$ cat config.mk
export PLATFORM = sky130hd
export DESIGN_NAME = letter_order_from_sorted_names_top
export DESIGN_NICKNAME = d
export VERILOG_FILES = /design/src/rtl/lofsn_pkg.sv /design/src/rtl/lofsn_datapath.sv /design/src/rtl/lofsn_control.sv /design/src/rtl/letter_order_from_sorted_names_top.sv
export SDC_FILE = /design/constraint.sdc
export NUM_CORES = 2
export LEC_CHECK = 0
export BUFFER_PORTS_ARGS = -buffer_cell sky130_fd_sc_hd__buf_2
export CAP_MARGIN = 0
export CORE_ASPECT_RATIO = 1.5
export CORE_MARGIN = 3
export CORE_UTILIZATION = 30
export DETAILED_ROUTE_END_ITERATION = 8
export PLACE_DENSITY_LB_ADDON = 0.3
export SKIP_CTS_REPAIR_TIMING = 1
export SLEW_MARGIN = 25
export SYNTH_ARGS = -nofsm -noshare
export SYNTH_HDL_FRONTEND = slang
export SYNTH_SLANG_ARGS = --single-unit
$ cat constraint.sdc
create_clock -name clock -period 7.6 [get_ports clock]
set_input_delay 1.52 -clock clock [delete_from_list [all_inputs] [get_ports clock]]
set_output_delay 1.52 -clock clock [all_outputs]
set_load 0.05 [all_outputs]
$ cat src/rtl/lofsn_pkg.sv
`timescale 1ns / 1ps
// ---------------------------------------------------------------------------
// lofsn_pkg
// shared types and constants for letter order from sorted names
// ---------------------------------------------------------------------------
package lofsn_pkg;

   localparam int MAX_LEN_DEFAULT  = 64;
   localparam int ALPHABET_DEFAULT = 26;

   localparam logic OP_LETTER = 1'b0;
   localparam logic OP_SOLVE  = 1'b1;

   localparam logic [1:0] STATUS_OK       = 2'd0;
   localparam logic [1:0] STATUS_CONFLICT = 2'd1;
   localparam logic [1:0] STATUS_OVERLONG = 2'd2;

   typedef struct packed {
      logic       op;
      logic [4:0] letter;
      logic       end_of_name;
   } req_type;

   typedef struct packed {
      logic [4:0] out_letter;
      logic [1:0] status;
      logic       last;
   } rsp_type;

   // controller to datapath
   typedef struct packed {
      logic take_letter;
      logic round_start;
      logic round_step;
      logic emit_step;
      logic clear;
   } cmd_type;

   // datapath to controller
   typedef struct packed {
      logic       overlong;
      logic       conflict;
      logic       none_ready;
      logic       all_done;
      logic       emit_last;
   } sts_type;

endpackage

$ cat src/rtl/lofsn_datapath.sv
`timescale 1ns / 1ps
// ---------------------------------------------------------------------------
// lofsn_datapath
// name buffer, edge matrix, layer assignment and emit scan
// ---------------------------------------------------------------------------
module lofsn_datapath #(
   parameter int MAX_LEN  = lofsn_pkg::MAX_LEN_DEFAULT,
   parameter int ALPHABET = lofsn_pkg::ALPHABET_DEFAULT
) (
   input  logic                clock,
   input  logic                reset,
   input  lofsn_pkg::req_type  req,
   input  lofsn_pkg::cmd_type  cmd,
   output lofsn_pkg::sts_type  sts,
   output logic [4:0]          emit_letter,
   output logic                emit_hit
);
   localparam int PW = $clog2(MAX_LEN + 1);
   localparam int IW = (MAX_LEN > 1) ? $clog2(MAX_LEN) : 1;
   localparam int AW = (ALPHABET > 1) ? $clog2(ALPHABET) : 1;
   localparam int LW = $clog2(ALPHABET + 1);

   logic [4:0]          name_mem [MAX_LEN];
   logic [ALPHABET-1:0] edges_ff [ALPHABET];
   logic [ALPHABET-1:0] edges_in [ALPHABET];
   logic [LW-1:0]       layer_ff [ALPHABET];
   logic [ALPHABET-1:0] remaining_ff, remaining_in, ready_w;
   logic [PW-1:0]       position_ff, position_in, prev_len_ff, prev_len_in;
   logic                diverged_ff, diverged_in, conflict_ff, conflict_in;
   logic                overlong_ff, overlong_in;
   logic [LW-1:0]       round_ff, round_in, scan_layer_ff, scan_layer_in;
   logic [AW-1:0]       scan_ff, scan_in;
   logic [LW-1:0]       count_ff, count_in;
   logic [4:0]          before_ff;
   logic                in_range, compare, mem_write;
   logic [IW-1:0]       wr_addr, rd_addr;

   assign in_range  = (position_ff < PW'(MAX_LEN));
   assign compare   = in_range && !diverged_ff && (position_ff < prev_len_ff);
   assign mem_write = cmd.take_letter && in_range;
   assign wr_addr   = position_ff[IW-1:0];
   assign rd_addr   = position_in[IW-1:0];

   // previous letter at the next position is fetched ahead of its transfer
   always_ff @(posedge clock) begin
      if (mem_write) begin
         name_mem[wr_addr] <= req.letter;
      end
      if (mem_write && wr_addr == rd_addr) begin
         before_ff <= req.letter;
      end else begin
         before_ff <= name_mem[rd_addr];
      end
   end

   always_comb begin
      for (int v = 0; v < ALPHABET; v++) begin
         ready_w[v] = remaining_ff[v] && ((edges_ff[v] & remaining_ff) == '0);
      end
   end

   always_comb begin
      edges_in     = edges_ff;
      position_in  = position_ff;
      prev_len_in  = prev_len_ff;
      diverged_in  = diverged_ff;
      conflict_in  = conflict_ff;
      overlong_in  = overlong_ff;
      remaining_in = remaining_ff;
      round_in     = round_ff;
      scan_in      = scan_ff;
      scan_layer_in = scan_layer_ff;
      count_in     = count_ff;
      if (cmd.clear) begin
         for (int v = 0; v < ALPHABET; v++) edges_in[v] = '0;
         position_in = '0;
         prev_len_in = '0;
         diverged_in = 1'b0;
         conflict_in = 1'b0;
         overlong_in = 1'b0;
      end else if (cmd.take_letter) begin
         if (!in_range) begin
            overlong_in = 1'b1;
         end else begin
            if (compare && before_ff != req.letter) begin
               diverged_in = 1'b1;
               if ({1'b0, before_ff} < 6'(ALPHABET)
                   && {1'b0, req.letter} < 6'(ALPHABET)) begin
                  edges_in[req.letter[AW-1:0]][before_ff[AW-1:0]] = 1'b1;
               end
            end
            position_in = position_ff + PW'(1);
         end
         if (req.end_of_name) begin
            if (!diverged_in && position_in < prev_len_ff) conflict_in = 1'b1;
            prev_len_in = position_in;
            position_in = '0;
            diverged_in = 1'b0;
         end
      end
      if (cmd.round_start) begin
         remaining_in  = '1;
         round_in      = '0;
         scan_in       = '0;
         scan_layer_in = '0;
         count_in      = '0;
      end else if (cmd.round_step) begin
         remaining_in = remaining_ff & ~ready_w;
         round_in     = round_ff + LW'(1);
      end else if (cmd.emit_step) begin
         if (layer_ff[scan_ff] == scan_layer_ff) count_in = count_ff + LW'(1);
         if (scan_ff == AW'(ALPHABET - 1)) begin
            scan_in       = '0;
            scan_layer_in = scan_layer_ff + LW'(1);
         end else begin
            scan_in = scan_ff + AW'(1);
         end
      end
   end

   always_ff @(posedge clock) begin
      if (cmd.round_step) begin
         for (int v = 0; v < ALPHABET; v++) begin
            if (ready_w[v]) layer_ff[v] <= round_ff;
         end
      end
      remaining_ff  <= remaining_in;
      round_ff      <= round_in;
      scan_ff       <= scan_in;
      scan_layer_ff <= scan_layer_in;
      count_ff      <= count_in;
   end

   always_ff @(posedge clock) begin
      if (reset) begin
         for (int v = 0; v < ALPHABET; v++) edges_ff[v] <= '0;
         position_ff <= '0;
         prev_len_ff <= '0;
         diverged_ff <= 1'b0;
         conflict_ff <= 1'b0;
         overlong_ff <= 1'b0;
      end else begin
         edges_ff    <= edges_in;
         position_ff <= position_in;
         prev_len_ff <= prev_len_in;
         diverged_ff <= diverged_in;
         conflict_ff <= conflict_in;
         overlong_ff <= overlong_in;
      end
   end

   // emit step is valid when the scanned letter sits in the current layer
   assign emit_hit       = (layer_ff[scan_ff] == scan_layer_ff);
   assign emit_letter    = 5'(scan_ff);
   assign sts.overlong   = overlong_ff;
   assign sts.conflict   = conflict_ff;
   assign sts.none_ready = (ready_w == '0);
   assign sts.all_done   = (remaining_ff == '0);
   assign sts.emit_last  = emit_hit && (count_ff == LW'(ALPHABET - 1));
endmodule

$ cat src/rtl/lofsn_control.sv
`timescale 1ns / 1ps
// ---------------------------------------------------------------------------
// lofsn_control
// sequencer for letter intake, layering rounds and emit scan
// ---------------------------------------------------------------------------
module lofsn_control (
   input  logic               clock,
   input  logic               reset,
   input  logic               start,
   input  logic               req_op,
   input  logic               emit_hit,
   input  lofsn_pkg::sts_type sts,
   output lofsn_pkg::cmd_type cmd,
   output logic               busy,
   output logic               rsp_strobe,
   output logic [1:0]         rsp_status,
   output logic               rsp_last
);
   typedef enum logic [3:0] {
      S_IDLE  = 4'b0001,
      S_ROUND = 4'b0010,
      S_EMIT  = 4'b0100,
      S_FAIL  = 4'b1000
   } state_type;

   state_type   state_ff, state_in;
   logic [1:0]  fail_ff, fail_in;

   always_comb begin
      state_in   = state_ff;
      fail_in    = fail_ff;
      cmd        = '0;
      rsp_strobe = 1'b0;
      rsp_status = lofsn_pkg::STATUS_OK;
      rsp_last   = 1'b0;
      case (state_ff)
         S_IDLE: begin
            if (start) begin
               if (req_op == lofsn_pkg::OP_LETTER) begin
                  cmd.take_letter = 1'b1;
               end else if (sts.overlong) begin
                  fail_in  = lofsn_pkg::STATUS_OVERLONG;
                  state_in = S_FAIL;
               end else if (sts.conflict) begin
                  fail_in  = lofsn_pkg::STATUS_CONFLICT;
                  state_in = S_FAIL;
               end else begin
                  cmd.round_start = 1'b1;
                  state_in        = S_ROUND;
               end
            end
         end
         S_ROUND: begin
            if (sts.all_done) begin
               state_in = S_EMIT;
            end else if (sts.none_ready) begin
               fail_in  = lofsn_pkg::STATUS_CONFLICT;
               state_in = S_FAIL;
            end else begin
               cmd.round_step = 1'b1;
            end
         end
         S_EMIT: begin
            cmd.emit_step = 1'b1;
            rsp_strobe    = emit_hit;
            rsp_last      = sts.emit_last;
            if (sts.emit_last) begin
               cmd.clear = 1'b1;
               state_in  = S_IDLE;
            end
         end
         S_FAIL: begin
            rsp_strobe = 1'b1;
            rsp_status = fail_ff;
            rsp_last   = 1'b1;
            cmd.clear  = 1'b1;
            state_in   = S_IDLE;
         end
         default: state_in = S_IDLE;
      endcase
   end

   assign busy = (state_ff != S_IDLE);

   always_ff @(posedge clock) begin
      if (reset) begin
         state_ff <= S_IDLE;
         fail_ff  <= lofsn_pkg::STATUS_OK;
      end else begin
         state_ff <= state_in;
         fail_ff  <= fail_in;
      end
   end
endmodule

$ cat src/rtl/letter_order_from_sorted_names_top.sv
`timescale 1ns / 1ps
// ---------------------------------------------------------------------------
// letter_order_from_sorted_names_top
// derives a letter order from a list of sorted names
// ---------------------------------------------------------------------------
// usage: drive req with start while busy is low. a letter transfer gives no
// result; it only feeds the name buffer compare and write.
// a solve transfer raises busy. on an overlong name or an impossible list
// one result (status 2 or 1, last set) is on rsp in the cycle right after
// the transfer. otherwise the block runs layering rounds until every letter
// has a layer; a cycle in the order gives the status 1 result in the cycle
// after the round that finds no ready letter.
// a good order is scanned letter by letter per layer, one result per hit on
// rsp_strobe. the final result carries last, and the intake state and edge
// matrix are cleared; busy drops in the next cycle. results cannot be
// stalled: each is on rsp for exactly one cycle. reset returns to idle with
// an empty edge matrix, no clearing pass is needed.
// ---------------------------------------------------------------------------
module letter_order_from_sorted_names_top #(
   parameter int MAX_LEN  = lofsn_pkg::MAX_LEN_DEFAULT,
   parameter int ALPHABET = lofsn_pkg::ALPHABET_DEFAULT
) (
   input  logic               clock,
   input  logic               reset,
   input  logic               start,
   output logic               busy,
   input  lofsn_pkg::req_type req,
   output logic               rsp_strobe,
   output lofsn_pkg::rsp_type rsp
);
   lofsn_pkg::cmd_type cmd;
   lofsn_pkg::sts_type sts;
   logic [4:0]         emit_letter;
   logic [1:0]         status_w;
   logic               last_w;
   logic               emit_hit;

   lofsn_datapath #(.MAX_LEN(MAX_LEN), .ALPHABET(ALPHABET)) u_dp (
      .clock(clock), .reset(reset), .req(req), .cmd(cmd), .sts(sts),
      .emit_letter(emit_letter), .emit_hit(emit_hit)
   );

   lofsn_control u_ctl (
      .clock(clock), .reset(reset), .start(start), .req_op(req.op),
      .emit_hit(emit_hit), .sts(sts), .cmd(cmd), .busy(busy),
      .rsp_strobe(rsp_strobe), .rsp_status(status_w), .rsp_last(last_w)
   );

   assign rsp.out_letter = (status_w == lofsn_pkg::STATUS_OK) ? emit_letter : 5'd0;
   assign rsp.status     = status_w;
   assign rsp.last       = last_w;

   a_last_clears_busy: assert property (@(posedge clock) disable iff (reset)
      rsp_strobe && rsp.last |=> !busy) else $error("busy after last");
   a_strobe_busy: assert property (@(posedge clock) disable iff (reset)
      rsp_strobe |-> busy) else $error("result while idle");
   a_fail_last: assert property (@(posedge clock) disable iff (reset)
      rsp_strobe && rsp.status != lofsn_pkg::STATUS_OK |-> rsp.last)
      else $error("failure without last");
endmodule

Word-level counts from Yosys, hierarchy flattened

Memories as Yosys holds them, arrays and structs flattened. A register that Yosys moved wholly into a read port is not among the register bits.
Index checks and enable logic that the tools add are counted.

Input port bits: 10
Word-level logic and storage cells: 309
Memories: 2
Bits in registers: 745
Bits in writable memories: 450
Output and inout bits: 10

Memories:

| memory        | words | width | read ports | clocked after memory_dff | write ports | RTL line             | source |
|---|---|---|---|---|---|---|---|
| u_dp.name_mem | 64    | 5     | 1          | 1                        | 1           | lofsn_datapath.sv:23 | `logic [4:0] name_mem [MAX_LEN];` |
| u_dp.layer_ff | 26    | 5     | 1          | 1                        | 26          | lofsn_datapath.sv:26 | `logic [LW-1:0] layer_ff [ALPHABET];` |

Order comparisons: 9
Reduce and logical (&&, ||, !) cells: 77
Eq/ne operators: 16
Add/sub/neg operators: 5
Muxes and demuxes: 129
Bitwise logic cells: 32

Operator list:

| kind                  | number |
|---|---|
| $logic_not A26 Y1     | 28 |
| $and A26 B26 Y26      | 27 |
| $or A676 B676 Y676    | 1 |
| $demux W26 S5         | 1 |
| $mux W1               | 95 |
| $logic_and A1 B1 Y1   | 35 |
| $mux W4               | 7 |
| $mux W7               | 4 |
| $mux W26              | 1 |
| $not A26 Y26          | 1 |
| $add A5 B1 Y5 const B | 4 |
| $mux W5               | 4 |
| $mux W2               | 9 |
| $lt A7 B7 Y1          | 2 |
| $mux W6               | 2 |
| $pmux W4 S3           | 1 |
| $eq A5 B5 Y1 const B  | 2 |
| $lt A5 B5 Y1 const B  | 2 |
| $reduce_and A3 Y1     | 3 |
| $ne A2 B2 Y1 const B  | 4 |
| $reduce_and A4 Y1     | 2 |
| $add A7 B1 Y7 const B | 1 |
| $lt A7 B7 Y1 const B  | 1 |
| $ge A6 B6 Y1 const B  | 1 |
| 23 further kinds      | 30 |

Longest topological paths before layout

Depth after elaboration: 11
Mapped depth: 16

Modules after synthesis

A second synthesis with hierarchy kept.

Cells, all modules: 4,255
Area total of the unflattened synthesis: 46,961.3 µm²

Modules (own cells, without submodules):

| module                             | area an instance (µm²) | cells each | instances |
|---|---|---|---|
| lofsn_datapath                     | 46,492.1               | 4,198      | 1 |
| lofsn_control                      | 424.2                  | 51         | 1 |
| letter_order_from_sorted_names_top | 45.0                   | 6          | 1 |

Worst setup path after synthesis

Ideal clock, no wire load.

Path kind: flip-flop to output port
Start point: register with a tool-made name
End point: output port rsp[0] (netlist bit)
Data required time: 6.080 ns
Data arrival time: 2.898 ns
Cell stages (with the launch flop): 12
Slack: 3.182 ns
Cells stage by stage: dfxtp_1 -> buf_4 -> mux4_2 -> mux2_2 -> o211ai_2 -> a21oi_1 -> nand4b_1 -> or4_1 -> buf_2 -> nand2b_1 -> clkbuf_1 -> buf_4

RTL lines:

| item          | RTL line                                 | source |
|---|---|---|
| end, declared | letter_order_from_sorted_names_top.sv:29 | `output lofsn_pkg::rsp_type rsp` |

==> flow_summary.ini <==
[sta]
rsz0062_at_grt = no
skew_ns = 0.04651
fin_crit_sh_pct = 80.66
max_freq_mhz = 163.1
tightest_slew_ns = 1.205
finalHoldViolCount = 0
finalHoldWorstSlack_ns = 0.4472
setup_viol = 0
relSlewSlack_pct = 19.65
finalMaxSlewViolations = 0
period_minus_slack_ns = 6.130
totalNegativeSetupSlack_ns = 0

[setup_path]
critPathArrivalTime_ns = 4.61
cp_max_fo = 19
path_class = flop to primary output
critPathLaunchType = flop
crit_path_end_kind = primary output
cp.required_ns = 6.08

[drt]
wl_per_cell_um = 24.58
vias = 34800
vias_per_cell = 5.311
drc = 0
postRouteAntennaNets = 0
drtIter0Drc = 3182
totalWireLength_um = 161000
first_pass_iters = 6

[synthesis]
synth_warnings = 0
avgSynthCellArea_sq_um = 10.62
synth_largest_area_cell = dfxtp_1
synth_top_area_share_pct = 31.81
synth_flop_cell = dfxtp_1
netlist_area_sq_mm = 0.04758
synthTopCellsByArea = dfxtp_1 (32%), edfxtp_1 (28%), nand2_1 (7.5%)
synthesis.nets = 4510
ys_types = 84
synthArstFlopShare_pct = 0
synth-seq-cells = 1206
ys_seq_area_share_pct = 60.21
synth_edf_count = 450
synthCells = 4481

[global_routing]
antenna_found_initial = 3
grt_pass1_vias = 34770
grt-ovfl-total = 0
grt_pass1_wl_um = 236300
grt_util_all_layers_pct = 19.37
grt_max_degree = 186

[clock_network]
insertion_delay_ns = 0.76
htreeDepth = 3
clk_path_buf_depth = 3
cts_root_buffer = clkbuf_16
cts_tree = done
cts_buffers = 114
numClockSinks = 1206
clkTransAtPathRegs_ns = 0.07

[floorplan]
dieHeight_um = 493.7
ioPinCount = 20
die-area_sq_mm = 0.1635
rows = 178
core_area_sq_mm = 0.1572
fp.dieW_um = 331.2
start_util_pct = 30.26

[cells_and_area]
drive_gt1_share_pct = 9.598
area_delta_synth_final_pct = 11.77
final_core_util_pct = 33.82
final_cell_mix = nand2_1 (946), dfxtp_1 (727), edfxtp_1 (450)
nFillCells = 15930
final_common_cell = nand2_1
num-nets-final = 4412

[power_and_ir_drop]
power_density_mw_per_mm2 = 250.3
leakagePower_nw = 17.29
ir_worst_vdd_mv = 0.2151

[placed_design]
gp_congestion = 0.8157
io_buffers = 19
dp_hpwl_um = 98290

[hold_path]
min_path_type = flop to flop

[outcome]
status = finished, final reports clean

[flow_run]
cap_violations = 0
-- area by class of cell --
class,instances,area [sq um],share of cell area (%)
Antenna cell,2,5.005,0.009411
Clock buffer,168,3303,6.211
Clock inverter,45,464.2,0.8729
Inverter,41,153.9,0.2894
Multi-Input combinational cell,2913,17080,32.12
Sequential cell,1206,28690,53.95
Tap cell,2070,2590,4.870
Timing Repair Buffer,107,892.1,1.678
-- where the power goes --
part / switching [mW] / internal [mW] / leakage, nW
clock network: 2.58 / 3.20 / 1.85
registers: 0.137 / 6.72 / 10.2
logic: 0.551 / 0.122 / 5.28
-- path summary, 6_finish.rpt --
path | start | slack [ns] | to | depth (start not counted)
setup reg to reg | flop | 2.52 | u_dp.edges_ff[349] | 12
setup / recovery | flop | 1.47 | rsp[0] | 8
hold reg to reg | u_dp.edges_ff[284] | 0.45 | u_dp.edges_ff[284] | 2
hold / removal | u_dp.edges_ff[284] | 0.45 | u_dp.edges_ff[284] | 2
-- state kept, by name, summed over array words and instances, names as in the netlist, 2 cells and up, named ones only --
| name | cells |
|---|---|
| u_dp.count_ff | 5 |
| u_dp.edges_ff | 676 |
| u_dp.layer_ff | 130 |
| u_dp.round_ff | 5 |
| u_dp.name_mem | 320 |
| u_dp.scan_layer_ff | 5 |
| u_dp.prev_len_ff | 7 |
| u_dp.emit_letter | 5 |
| u_dp.remaining_ff | 26 |
| u_ctl.state_ff | 4 |
| u_dp.position_ff | 7 |
| u_ctl.fail_ff | 2 |
-- kinds of logic (layout without fill, tap and decap cells) --
kind of cell | after synthesis | after routing | synth area share [%]
xor+xnor | 26 | 26 | 0.5575
other cells | 0 | 2 | 0
simple gates | 1496 | 1496 | 13.76
mux | 184 | 184 | 5.454
fa+ha+maj | 19 | 19 | 0.4997
flops | 1206 | 1206 | 60.21
compound gates | 1188 | 1188 | 15.38
buf+inv | 362 | 361 | 4.131
-- synth_stat cells (all sizes together), types with 16 or more instances --
cell type and number:
mux2i 113, and4 22, and2 31, nand3 111, a21oi 21, nand2 947
nor2b 26, a211oi 16, a22o 24, and3 41, a221oi 23, ha 19
mux4 59, dfxtp 756, nand4 32, a22oi 341, edfxtp 450, nor2 170
buf 177, nor3 54, clkbuf 144, o21ai 685, inv 40
-- per-layer routing --
metal / up-vias / global-route usage [%] / routed length, um
li1: 15960 / - / -
met1: 17170 / 22.54 / 61240
met2: 1223 / 33.95 / 80390
met3: 442 / 2.582 / 9347
met4: 0 / 11.10 / 10060
met5: - / 0 / 0
-- worst max-delay path: stages (launching register included) --
cell and delay [ns]:
dfxtp_1 0.92, mux4_2 0.42, a22o_1 0.21, a31oi_1 0.29, a21o_1 0.17, nand4b_1 0.22
or4_2 0.76, nand2b_1 0.43, buf_2 0.41
-- stage by stage --
| stage | worst slack [ns] | area (sq um) | std cells | total power [mW] |
|---|---|---|---|---|
| 2_1_floorplan | 3.182 | 47580 | 4481 | 7.252 |
| 3_3_place_gp | 2.228 | 49360 | 6333 | 7.657 |
| 5_1_grt | 1.248 | 53180 | 6551 | 13.66 |
| 6_report | 1.470 | 53180 | 6552 | 13.31 |
| 4_1_cts | 1.368 | 53160 | 6549 | 13.40 |
| 3_5_place_dp | 2.228 | 49390 | 6336 | 7.661 |
Power figures use the tool's default switching activity.
